<file path="src/rtl/leib_pkg.sv">
// ----------------------------------------------------------------------------
// leib_pkg
// Shared types, constants and ring index helpers for the line edit buffer.
// ----------------------------------------------------------------------------
package leib_pkg;

  // Ring geometry
  localparam int QUEUE_DEPTH = 128;
  localparam int IDX_W       = $clog2(QUEUE_DEPTH);

  typedef logic [IDX_W-1:0] idx_t;

  // Key codes
  localparam logic [7:0] KEY_BS    = 8'd8;
  localparam logic [7:0] KEY_DEL   = 8'd127;
  localparam logic [7:0] KEY_LF    = 8'd10;
  localparam logic [7:0] KEY_CR    = 8'd13;
  localparam logic [7:0] KEY_SPACE = 8'd32;

  // Result kinds
  localparam logic [1:0] RK_ECHO    = 2'd0;
  localparam logic [1:0] RK_DELIVER = 2'd1;
  localparam logic [1:0] RK_REFUSE  = 2'd2;

  // Input kinds
  localparam logic KIND_READ = 1'b0;
  localparam logic KIND_KEY  = 1'b1;

  // Sequencer states
  typedef enum logic [2:0] {
    ST_IDLE  = 3'b001,
    ST_FETCH = 3'b010,
    ST_SEND  = 3'b100
  } state_t;

  // One planned result
  typedef struct packed {
    logic [1:0] kind;
    logic [7:0] data;
  } slot_t;

  typedef logic [1:0] slot_idx_t;

  function automatic idx_t wrap_inc(input idx_t i);
    return (i == idx_t'(QUEUE_DEPTH - 1)) ? '0 : i + idx_t'(1);
  endfunction

  function automatic idx_t wrap_dec(input idx_t i);
    return (i == '0) ? idx_t'(QUEUE_DEPTH - 1) : i - idx_t'(1);
  endfunction

endpackage

</file>
<file path="src/rtl/leib_ram.sv">
// ----------------------------------------------------------------------------
// leib_ram
// Generic simple dual-port RAM: one write port, one read port, read data
// registered (old data on a same-address collision).
// ----------------------------------------------------------------------------
module leib_ram #(
  parameter int WIDTH = 8,
  parameter int DEPTH = 128
) (
  input  logic                     clk,
  input  logic                     we,
  input  logic [$clog2(DEPTH)-1:0] waddr,
  input  logic [WIDTH-1:0]         wdata,
  input  logic [$clog2(DEPTH)-1:0] raddr,
  output logic [WIDTH-1:0]         rdata
);

  logic [WIDTH-1:0] mem [DEPTH];

  // Write and registered read
  always_ff @(posedge clk) begin
    if (we) begin
      mem[waddr] <= wdata;
    end
    rdata <= mem[raddr];
  end

endmodule

</file>
<file path="src/rtl/line_edit_input_buffer_unit.sv">
// ----------------------------------------------------------------------------
// line_edit_input_buffer_unit
// Line-editing input ring: read requests and key bytes in, echo, delivered
// and refusal results out. Ring bytes live in one RAM; head, tail and the
// read-waiting flag sit in registers.
// ----------------------------------------------------------------------------
//
//  channel | handshake           | payload
//  --------+---------------------+------------------------------------
//  input   | in_valid / in_stall | kind, key_byte
//  output  | out_valid/ out_stall| result_kind, data_byte, last
//
// An item is taken in the idle state only. The cycle after the transfer
// captures the RAM read of the head byte, then the results leave one per
// cycle from the output register while out_stall is low (up to 3 results
// per item); an item with no results leaves the sequencer idle.
// Reset clears head, tail, the waiting flag and the sequencer; the RAM is
// not cleared, since only written entries are ever read.
// ----------------------------------------------------------------------------
module line_edit_input_buffer_unit (
  input  logic       clk,
  input  logic       rst,
  input  logic       in_valid,
  output logic       in_stall,
  input  logic       kind,
  input  logic [7:0] key_byte,
  output logic       out_valid,
  input  logic       out_stall,
  output logic [1:0] result_kind,
  output logic [7:0] data_byte,
  output logic       last
);
  import leib_pkg::*;

  state_t    state, state_next;
  idx_t      head, head_next;
  idx_t      tail, tail_next;
  logic      waiting, waiting_next;
  slot_t     plan [3];
  slot_t     plan_next [3];
  slot_idx_t last_idx, last_idx_next;
  slot_idx_t idx, idx_next;
  logic      use_mem, use_mem_next;
  logic      mem_idx, mem_idx_next;
  logic      out_valid_next;
  slot_t     out_slot, out_slot_next;
  logic      last_next;

  logic       ram_we;
  idx_t       ram_waddr;
  logic [7:0] ram_wdata;
  logic [7:0] ram_rdata;

  logic accept, out_xfer, empty, full, is_erase, is_crlf;

  assign accept   = in_valid && !in_stall;
  assign out_xfer = out_valid && !out_stall;
  assign in_stall = (state != ST_IDLE);
  assign empty    = (head == tail);
  assign full     = (wrap_inc(tail) == head);
  assign is_erase = (key_byte == KEY_BS) || (key_byte == KEY_DEL);
  assign is_crlf  = (key_byte == KEY_CR) || (key_byte == KEY_LF);

  // Line store; the read port always looks at the head entry
  leib_ram #(
    .WIDTH(8),
    .DEPTH(QUEUE_DEPTH)
  ) u_line_store (
    .clk  (clk),
    .we   (ram_we),
    .waddr(ram_waddr),
    .wdata(ram_wdata),
    .raddr(head),
    .rdata(ram_rdata)
  );

  // Decode the item, plan its results, then stream them out
  always_comb begin
    state_next     = state;
    head_next      = head;
    tail_next      = tail;
    waiting_next   = waiting;
    plan_next      = plan;
    last_idx_next  = last_idx;
    idx_next       = idx;
    use_mem_next   = use_mem;
    mem_idx_next   = mem_idx;
    out_valid_next = out_valid;
    out_slot_next  = out_slot;
    last_next      = last;
    ram_we         = 1'b0;
    ram_waddr      = tail;
    ram_wdata      = key_byte;

    unique case (state)
      ST_IDLE: begin
        if (accept) begin
          use_mem_next = 1'b0;
          mem_idx_next = 1'b0;
          if (kind == KIND_READ) begin
            if (!waiting) begin
              if (empty) begin
                waiting_next = 1'b1;
              end else begin
                // deliver head byte
                head_next     = wrap_inc(head);
                plan_next[0]  = '{kind: RK_DELIVER, data: 8'd0};
                last_idx_next = 2'd0;
                use_mem_next  = 1'b1;
                state_next    = ST_FETCH;
              end
            end
          end else if (!waiting) begin
            plan_next[0]  = '{kind: RK_REFUSE, data: 8'd0};
            last_idx_next = 2'd0;
            state_next    = ST_FETCH;
          end else if (is_erase) begin
            if (!empty) begin
              tail_next     = wrap_dec(tail);
              plan_next[0]  = '{kind: RK_ECHO, data: key_byte};
              plan_next[1]  = '{kind: RK_ECHO, data: KEY_SPACE};
              plan_next[2]  = '{kind: RK_ECHO, data: key_byte};
              last_idx_next = 2'd2;
              state_next    = ST_FETCH;
            end
          end else if ((is_crlf && !empty) || (!is_crlf && full)) begin
            // complete the line: pop head, append LF
            head_next     = wrap_inc(head);
            tail_next     = wrap_inc(tail);
            ram_we        = 1'b1;
            ram_wdata     = KEY_LF;
            waiting_next  = 1'b0;
            plan_next[0]  = '{kind: RK_ECHO, data: KEY_LF};
            plan_next[1]  = '{kind: RK_DELIVER, data: 8'd0};
            last_idx_next = 2'd1;
            use_mem_next  = 1'b1;
            mem_idx_next  = 1'b1;
            state_next    = ST_FETCH;
          end else if (is_crlf) begin
            waiting_next  = 1'b0;
            plan_next[0]  = '{kind: RK_ECHO, data: KEY_LF};
            plan_next[1]  = '{kind: RK_DELIVER, data: KEY_LF};
            last_idx_next = 2'd1;
            state_next    = ST_FETCH;
          end else begin
            // append and echo
            tail_next     = wrap_inc(tail);
            ram_we        = 1'b1;
            plan_next[0]  = '{kind: RK_ECHO, data: key_byte};
            last_idx_next = 2'd0;
            state_next    = ST_FETCH;
          end
        end
      end
      ST_FETCH: begin
        // merge the head byte and load the first result
        if (use_mem) begin
          plan_next[slot_idx_t'(mem_idx)].data = ram_rdata;
        end
        out_slot_next  = plan_next[0];
        last_next      = (last_idx == 2'd0);
        idx_next       = 2'd0;
        out_valid_next = 1'b1;
        state_next     = ST_SEND;
      end
      ST_SEND: begin
        if (out_xfer) begin
          if (idx == last_idx) begin
            out_valid_next = 1'b0;
            state_next     = ST_IDLE;
          end else begin
            idx_next      = idx + 2'd1;
            out_slot_next = plan[idx + 2'd1];
            last_next     = ((idx + 2'd1) == last_idx);
          end
        end
      end
      default: begin
        state_next     = ST_IDLE;
        out_valid_next = 1'b0;
      end
    endcase
  end

  // Control registers
  always_ff @(posedge clk) begin
    if (rst) begin
      state     <= ST_IDLE;
      head      <= '0;
      tail      <= '0;
      waiting   <= 1'b0;
      out_valid <= 1'b0;
      idx       <= '0;
    end else begin
      state     <= state_next;
      head      <= head_next;
      tail      <= tail_next;
      waiting   <= waiting_next;
      out_valid <= out_valid_next;
      idx       <= idx_next;
    end
  end

  // Payload registers
  always_ff @(posedge clk) begin
    plan     <= plan_next;
    last_idx <= last_idx_next;
    use_mem  <= use_mem_next;
    mem_idx  <= mem_idx_next;
    out_slot <= out_slot_next;
    last     <= last_next;
  end

  assign result_kind = out_slot.kind;
  assign data_byte   = out_slot.data;

  // Checks
  a_valid_in_send: assert property (@(posedge clk) disable iff (rst)
    out_valid |-> (state == ST_SEND))
    else $error("result shown outside the send state");

  a_no_take_while_busy: assert property (@(posedge clk) disable iff (rst)
    !in_stall |-> !out_valid)
    else $error("input taken while a result is pending");

  a_last_ends_item: assert property (@(posedge clk) disable iff (rst)
    (out_xfer && last) |=> (!out_valid && (state == ST_IDLE)))
    else $error("result after the final one of an item");

  a_send_index: assert property (@(posedge clk) disable iff (rst)
    out_valid |-> ((idx <= last_idx) && (last == (idx == last_idx))))
    else $error("result index past the planned count");

endmodule

</file>
<file path="config.mk">
export PLATFORM = sky130hd
export DESIGN_NAME = line_edit_input_buffer_unit
export DESIGN_NICKNAME = d
export VERILOG_FILES = /design/src/rtl/leib_pkg.sv /design/src/rtl/leib_ram.sv /design/src/rtl/line_edit_input_buffer_unit.sv
export SDC_FILE = /design/constraint.sdc
export NUM_CORES = 1
export LEC_CHECK = 0
export BUFFER_PORTS_ARGS = -buffer_cell sky130_fd_sc_hd__clkbuf_2
export CORE_MARGIN = 5
export CORE_UTILIZATION = 55
export CTS_BUF_LIST = sky130_fd_sc_hd__clkbuf_8 sky130_fd_sc_hd__clkbuf_16
export CTS_CLUSTER_DIAMETER = 80
export DETAILED_ROUTE_END_ITERATION = 8
export GPL_TIMING_DRIVEN = 0
export PLACE_DENSITY = 0.8
export REMOVE_ABC_BUFFERS = 1
export SLEW_MARGIN = 0
export SYNTH_ARGS = -nofsm -noshare
export SYNTH_HDL_FRONTEND = slang
export SYNTH_SLANG_ARGS = --single-unit
export TNS_END_PERCENT = 30
</file>
<file path="constraint.sdc">
create_clock -name clk -period 5.8 [get_ports clk]
set_clock_uncertainty 0.15 [all_clocks]
set_input_delay 0.87 -clock clk [delete_from_list [all_inputs] [get_ports clk]]
set_output_delay 0.87 -clock clk [all_outputs]
set_load 0.01 [all_outputs]
</file>
# --- After elaboration in Yosys (flattened, before gate mapping) ---
# Memories as Yosys holds them, arrays and structs flattened. A register that Yosys moved wholly into a read port is not among the register bits.
# Index checks and enable logic that the tools add are counted.
word_totals:
  n_memories: 1
  register_bits: 66
  mem_bits_rw: 1024
mem_list:
  columns: ["name", "words", "word_bits", "read_ports", "rd_clocked_by_memory_dff", "write_ports", "line", "source"]
  rows:
  - ["u_line_store.mem", 128, 8, 1, 1, 1, "leib_ram.sv:18", "logic [WIDTH-1:0] mem [DEPTH];"]
op_classes:
  muxes: 90
  n_addsub: 4
  n_eq_ne: 36
  reduce_logical: 26
  n_lt_le_gt_ge: 3
  bitwise: 3
ops:
  columns: ["cell", "count"]
  rows:
  - ["10-bit 2-to-1 mux", 10]
  - ["7-bit 2-to-1 mux", 13]
  - ["30-bit 2-to-1 mux", 3]
  - ["8-bit 2-to-1 mux", 8]
  - ["20-bit 2-to-1 mux", 3]
  - ["30-bit case mux with 2 select lines", 1]
  - ["30-bit bitwise mux", 1]
  - ["1-bit 2-to-1 mux", 26]
  - ["2-bit != test (second input constant)", 13]
  - ["8-bit by 4-bit == test with 1-bit output (second input constant)", 3]
  - ["3-bit 2-to-1 mux", 8]
  - ["7-bit AND reduction", 3]
  - ["10-bit binary-select mux with 2-bit select", 1]
  - ["10-bit demux with 2-bit select", 1]
  - ["10-bit case mux with 2 select lines", 1]
  - ["18-bit 2-to-1 mux", 1]
  - ["2-bit 2-to-1 mux", 9]
  - ["7-bit by 1-bit adder with 7-bit output (second input constant)", 2]
  - ["7-bit == test", 2]
  - ["7-bit == test (second input constant)", 2]
  - ["3-bit != test (second input constant)", 4]
  - ["5-bit AND reduction", 2]
  - ["3-bit case mux with 3 select lines", 1]
  - ["8-bit by 7-bit == test with 1-bit output (second input constant)", 1]
  - ["28 further kinds", 43]

# --- Depth between registers and ports, before layout ---
depth:
  ltp_word: 13
  ltp_mapped: 12

# --- Hierarchy ---
# A second synthesis with hierarchy kept.
unflattened:
  hier_cells: 2067
  hier_area_um2: 43810.8
by_module_without_submodules:
  columns: ["mod", "area_each_um2", "seq_area_each_um2", "cells_each", "n_inst"]
  rows:
  - ["leib_ram", 39670.5, 30909.6, 1635, 1]
  - ["line_edit_input_buffer_unit", 4140.2, 1771.7, 432, 1]

# --- Worst setup path after synthesis ---
# Ideal clock, no wire load.
synth_timing:
  kind: "input -> register"
  startpoint: "input key_byte[4]"
  endpoint: "memory u_line_store.mem[0][0] (data pin)"
  path_stages: 7
  t_required_ns: 4.822
  t_arrival_ns: 5.310
  n_path_buf: 1
  setup_slack_ns: -0.488
  setup_time_ns: 0.828
  cell_sequence: "nor4_1 > o2bb2ai_1 > and2_1 > clkbuf_1 > nor2_2 > and3_1 > nor2b_1"
synth_between:
  elab_chain_cells: 11
  word_cells_on_any_way: 16
synth_rtl:
  columns: ["element", "line", "source"]
  rows:
  - ["start, declared", "line_edit_input_buffer_unit.sv:26", "input logic [7:0] key_byte,"]
  - ["8-bit by 4-bit == test with 1-bit output", "line_edit_input_buffer_unit.sv:62", "assign is_crlf = (key_byte == KEY_CR) || (key_byte == KEY_LF);"]
  - ["1-bit logical OR", "line_edit_input_buffer_unit.sv:62", null]
  - ["1-bit logical NOT", "line_edit_input_buffer_unit.sv:126", "end else if ((is_crlf && !empty) || (!is_crlf && full)) begin"]
  - ["1-bit logical AND", "line_edit_input_buffer_unit.sv:126", null]
  - ["1-bit logical OR", "line_edit_input_buffer_unit.sv:126", null]
  - ["8-bit 2-to-1 mux", "line_edit_input_buffer_unit.sv:126", null]
  - ["8-bit 2-to-1 mux *", "line_edit_input_buffer_unit.sv:117", "end else if (is_erase) begin"]
  - ["8-bit 2-to-1 mux *", "line_edit_input_buffer_unit.sv:113", "end else if (!waiting) begin"]
  - ["8-bit 2-to-1 mux *", "line_edit_input_buffer_unit.sv:100", "if (kind == KIND_READ) begin"]
  - ["8-bit 2-to-1 mux *", "line_edit_input_buffer_unit.sv:97", "if (accept) begin"]
  - ["8-bit 2-to-1 mux *", "line_edit_input_buffer_unit.sv:95", "unique case (state)"]
  - ["net ram_wdata[0]", "line_edit_input_buffer_unit.sv:51", "logic [7:0] ram_wdata;"]
  - ["end, declared", "leib_ram.sv:18", null]
# The timed path passes the listed nets; every way through them passes the cells marked *.

# --- Final worst setup path ---
layout_timing:
  startpoint: "register head[0]"
  endpoint: "memory u_line_store.mem[48][0], enable pin"
layout_between:
  elab_chain_cells: 12
  word_cells_on_any_way: 14
layout_rtl:
  columns: ["element", "line", "source"]
  rows:
  - ["start, declared", "line_edit_input_buffer_unit.sv:36", "idx_t head, head_next;"]
  - ["start signal, assigned", "line_edit_input_buffer_unit.sv:196", "head <= head_next;"]
  - ["7-bit == test", "line_edit_input_buffer_unit.sv:59", "assign empty = (head == tail);"]
  - ["1-bit logical NOT", "line_edit_input_buffer_unit.sv:126", null]
  - ["1-bit logical AND", "line_edit_input_buffer_unit.sv:126", null]
  - ["1-bit logical OR *", "line_edit_input_buffer_unit.sv:126", null]
  - ["1-bit 2-to-1 mux *", "line_edit_input_buffer_unit.sv:126", null]
  - ["1-bit 2-to-1 mux *", "line_edit_input_buffer_unit.sv:117", null]
  - ["1-bit 2-to-1 mux *", "line_edit_input_buffer_unit.sv:113", null]
  - ["1-bit 2-to-1 mux *", "line_edit_input_buffer_unit.sv:100", null]
  - ["1-bit 2-to-1 mux *", "line_edit_input_buffer_unit.sv:97", null]
  - ["1-bit 2-to-1 mux *", "line_edit_input_buffer_unit.sv:95", null]
  - ["1-bit 2-to-1 mux *", "leib_ram.sv:22", "if (we) begin"]
  - ["1-bit 2-to-1 mux (implied by the code) *", "leib_ram.sv:23", "mem[waddr] <= wdata;"]
# Mark *: on every way between the ends. The rest lies on a longest branch, timed or not.

==> run metrics <==
synth top area cells=edfxtp_1, mux4_2, nor2_1; port bufs=25; worst-path maximum fanout=33; PD cells=around 330 mW/mm^2; Avg Inst Size Synth=21.0 sq um; CORE AREA=0.0787 sq mm; CTS root buffer=clkbuf_16; largest net degree at the start of global routing=81; Max-Cap Viols=0; CP endpoint kind=flop; clock-pin transition on the worst setup and hold timing paths=roughly 0.060 ns; asr flop ratio synth=0; prevailing post-synth register cell=edfxtp_1; status=complete, no violations; Yosys warning count=0; slew margin rel.=0.0864; Layout area overhead=11.9%; Post-CTS Setup Repair Bufs=0; initial antenna violation count=0; HP Class=reg2reg; WL final=between 90 and 100 mm; hold buffers post-CTS=0; DR DRC count=0; Die H=slightly below 300 microns; sequential share of the synthesized area=0.751; routed vias/inst=roughly 6.7; Final min period=4.74 ns; fill count=about 5.0k; Total Power=between 15 and 20 mW; H-tree depth=3; Post-synth EDFFs=between 1k and 1.5k; WHS=~0.40 ns; Final Setup Violations=0; DR vias=approximately 22k; fin. max-slew vios=0; Worst-Skew Late Latency=between 0.6 and 0.7 ns; Initial Utilization=0.553; die width=approximately 300 microns; TritonCTS clock tree=yes; CP required=5.93 ns; top cell type's share of synthesized area=0.738; num ports=26; post-cts sizing count=0; die area=roughly 0.085 sq mm; cell area after synthesis=between 0.04 and 0.05 sq mm; Sum Neg Setup Slack=0 ns; HPWL Detailed=56.4 mm; Crit path arrival time=just under 5 ns; layout cells sized above 1=0.252; Mapped Cells=2070; Iter 0 DRT Violations=approximately 3.1k; Congestion Overflow GR=0; routed wire length per instance=between 30 and 40 microns; Final #Nets=2131; Setup Crit Path Kind=reg2reg; Num CTS Buffers=103; GRT Resource Usage Total=0.235; FF+latch count, synth=1098; clk sinks=approximately 1.1k; RSZ-0062 raised after global routing=no; final hold vios=0; # rows=103; TritonRoute pass-1 iters=6; Leak=~15 nW; ratio of final minimum period to clock period=0.817; Yosys top cell by area=edfxtp_1; Placer Congestion=between 0.8 and 0.9; Worst Tran Pin Value=between 1 and 1.5 ns; # diodes=0; first-pass GRT wire length=149 mm; Max IR drop VDD=about 0.00022 V; vias in the first global route=22.2k; Post-DRT Antenna Nets=0; Max Root-Sink Buffers=3; fmax=between 200 and 250 MHz; Yosys cell types=60; crit start category=flop
registers in the layout, indices dropped and copies added (netlist names), 3 cells and up:
register            cells
head                    7
state                   3
u_line_store.mem     1024
ram_waddr               7
data_byte               8
u_line_store.rdata      8
plan                   30
critical path, stage by stage, from the launching register on:
cell     delay (ns)
dfxtp_4        0.70
buf_16         0.31
xnor2_1        0.11
nand4_1        0.12
nor4_1         0.11
nand2_1        0.23
nand3_1        0.25
nor3b_1        1.00
nand2_1        0.51
nor2_1         0.84
synthesized netlist by cell type (all sizes together), types with 3 or more instances:
cell / instances
nand3b: 3
a22o: 8
nor3: 8
and3: 9
xnor2: 9
a21oi: 34
o22ai: 4
a211oi: 11
edfxtp: 1069
ha: 4
mux2i: 58
o21ai: 26
nor2: 175
nand2: 45
buf: 64
nor3b: 4
or3: 6
mux4: 320
a221oi: 8
dfxtp: 29
o2bb2ai: 3
a31oi: 6
inv: 7
o31ai: 5
or2: 5
xor2: 5
nor2b: 13
or4: 4
nand3: 17
nand4: 7
clkbuf: 55
nand2b: 6
and2: 20
path summary, 6_finish.rpt:
check | startpoint | endpoint | slack (ns) | cells past startpoint
hold / removal | out_valid$_SDFFE_PP0P_ | out_valid$_SDFFE_PP0P_ | 0.40 | 2
setup reg to reg | head[0]$_SDFFE_PP0P_ | u_line_store.mem[48][0]$_DFFE_PP_ | 1.06 | 9
hold reg to reg | out_valid$_SDFFE_PP0P_ | out_valid$_SDFFE_PP0P_ | 0.40 | 2
setup / recovery | head[0]$_SDFFE_PP0P_ | u_line_store.mem[48][0]$_DFFE_PP_ | 1.06 | 9
metrics by stage:
stage	instance area (sq um)	util	instances	setup WS, ns
floorplan	43000	-	1951	-10.67
global placement	44400	0.564	3026	-18.64
detailed placement	45300	0.575	3058	0.951
CTS	48700	0.618	3250	1.11
global route	48700	0.618	3251	0.773
finish	48700	0.618	3251	1.06
power breakdown:
part / internal (mW) / switching, mW / leakage, nW
clock network: 3.88 / 2.91 / 1.75
registers: 8.71 / 0.0187 / 9.84
logic: 0.138 / 0.264 / 3.01
cell type report:
type                       instances  area (sq um)  share of cell area
timing repair buffer              58           881              0.0181
clock buffer                     110          2690              0.0552
sequential                      1098         32700               0.672
clock inverter                    82           722              0.0148
tap                             1050          1310              0.0270
multi-input combinational        845         10400               0.213
inverter                           8          30.0            0.000617
placed cells by master, fill, tap and decap left out, drive strengths merged, types with 7 or more instances in the layout:
master,instances
nand3,17
edfxtp,1069
inv,34
a21oi,34
mux4,320
a211oi,11
nor2,175
buf,32
nand4,7
and2,20
nand2,45
nor2b,13
a221oi,8
and3,9
xnor2,9
clkinv,42
bufinv,12
mux2i,58
clkbuf,136
nor3,8
o21ai,26
dfxtp,29
a22o,8
routing by layer:
| metal | wire length [microns] | up-vias | GRT usage |
|---|---|---|---|
| met5 | 0 | - | 0 |
| li1 | - | 8703 | - |
| met1 | 36600 | 11277 | 0.332 |
| met4 | 3830 | 0 | 0.0789 |
| met3 | 10200 | 239 | 0.0480 |
| met2 | 49200 | 1449 | 0.377 |
cells by family after synthesis:
| group | Yosys count | share of synthesized area |
|---|---|---|
| muxes | 378 | 0.179 |
| AOI/OAI and AO/OA | 120 | 0.0183 |
| xor gates and xnor gates | 14 | 0.00282 |
| adders and majority gates | 4 | 0.00115 |
| buffers and inverters | 127 | 0.0131 |
| DFF | 1098 | 0.751 |
| and+or+nand+nor | 329 | 0.0346 |
(Power assumes the default switching activity.)
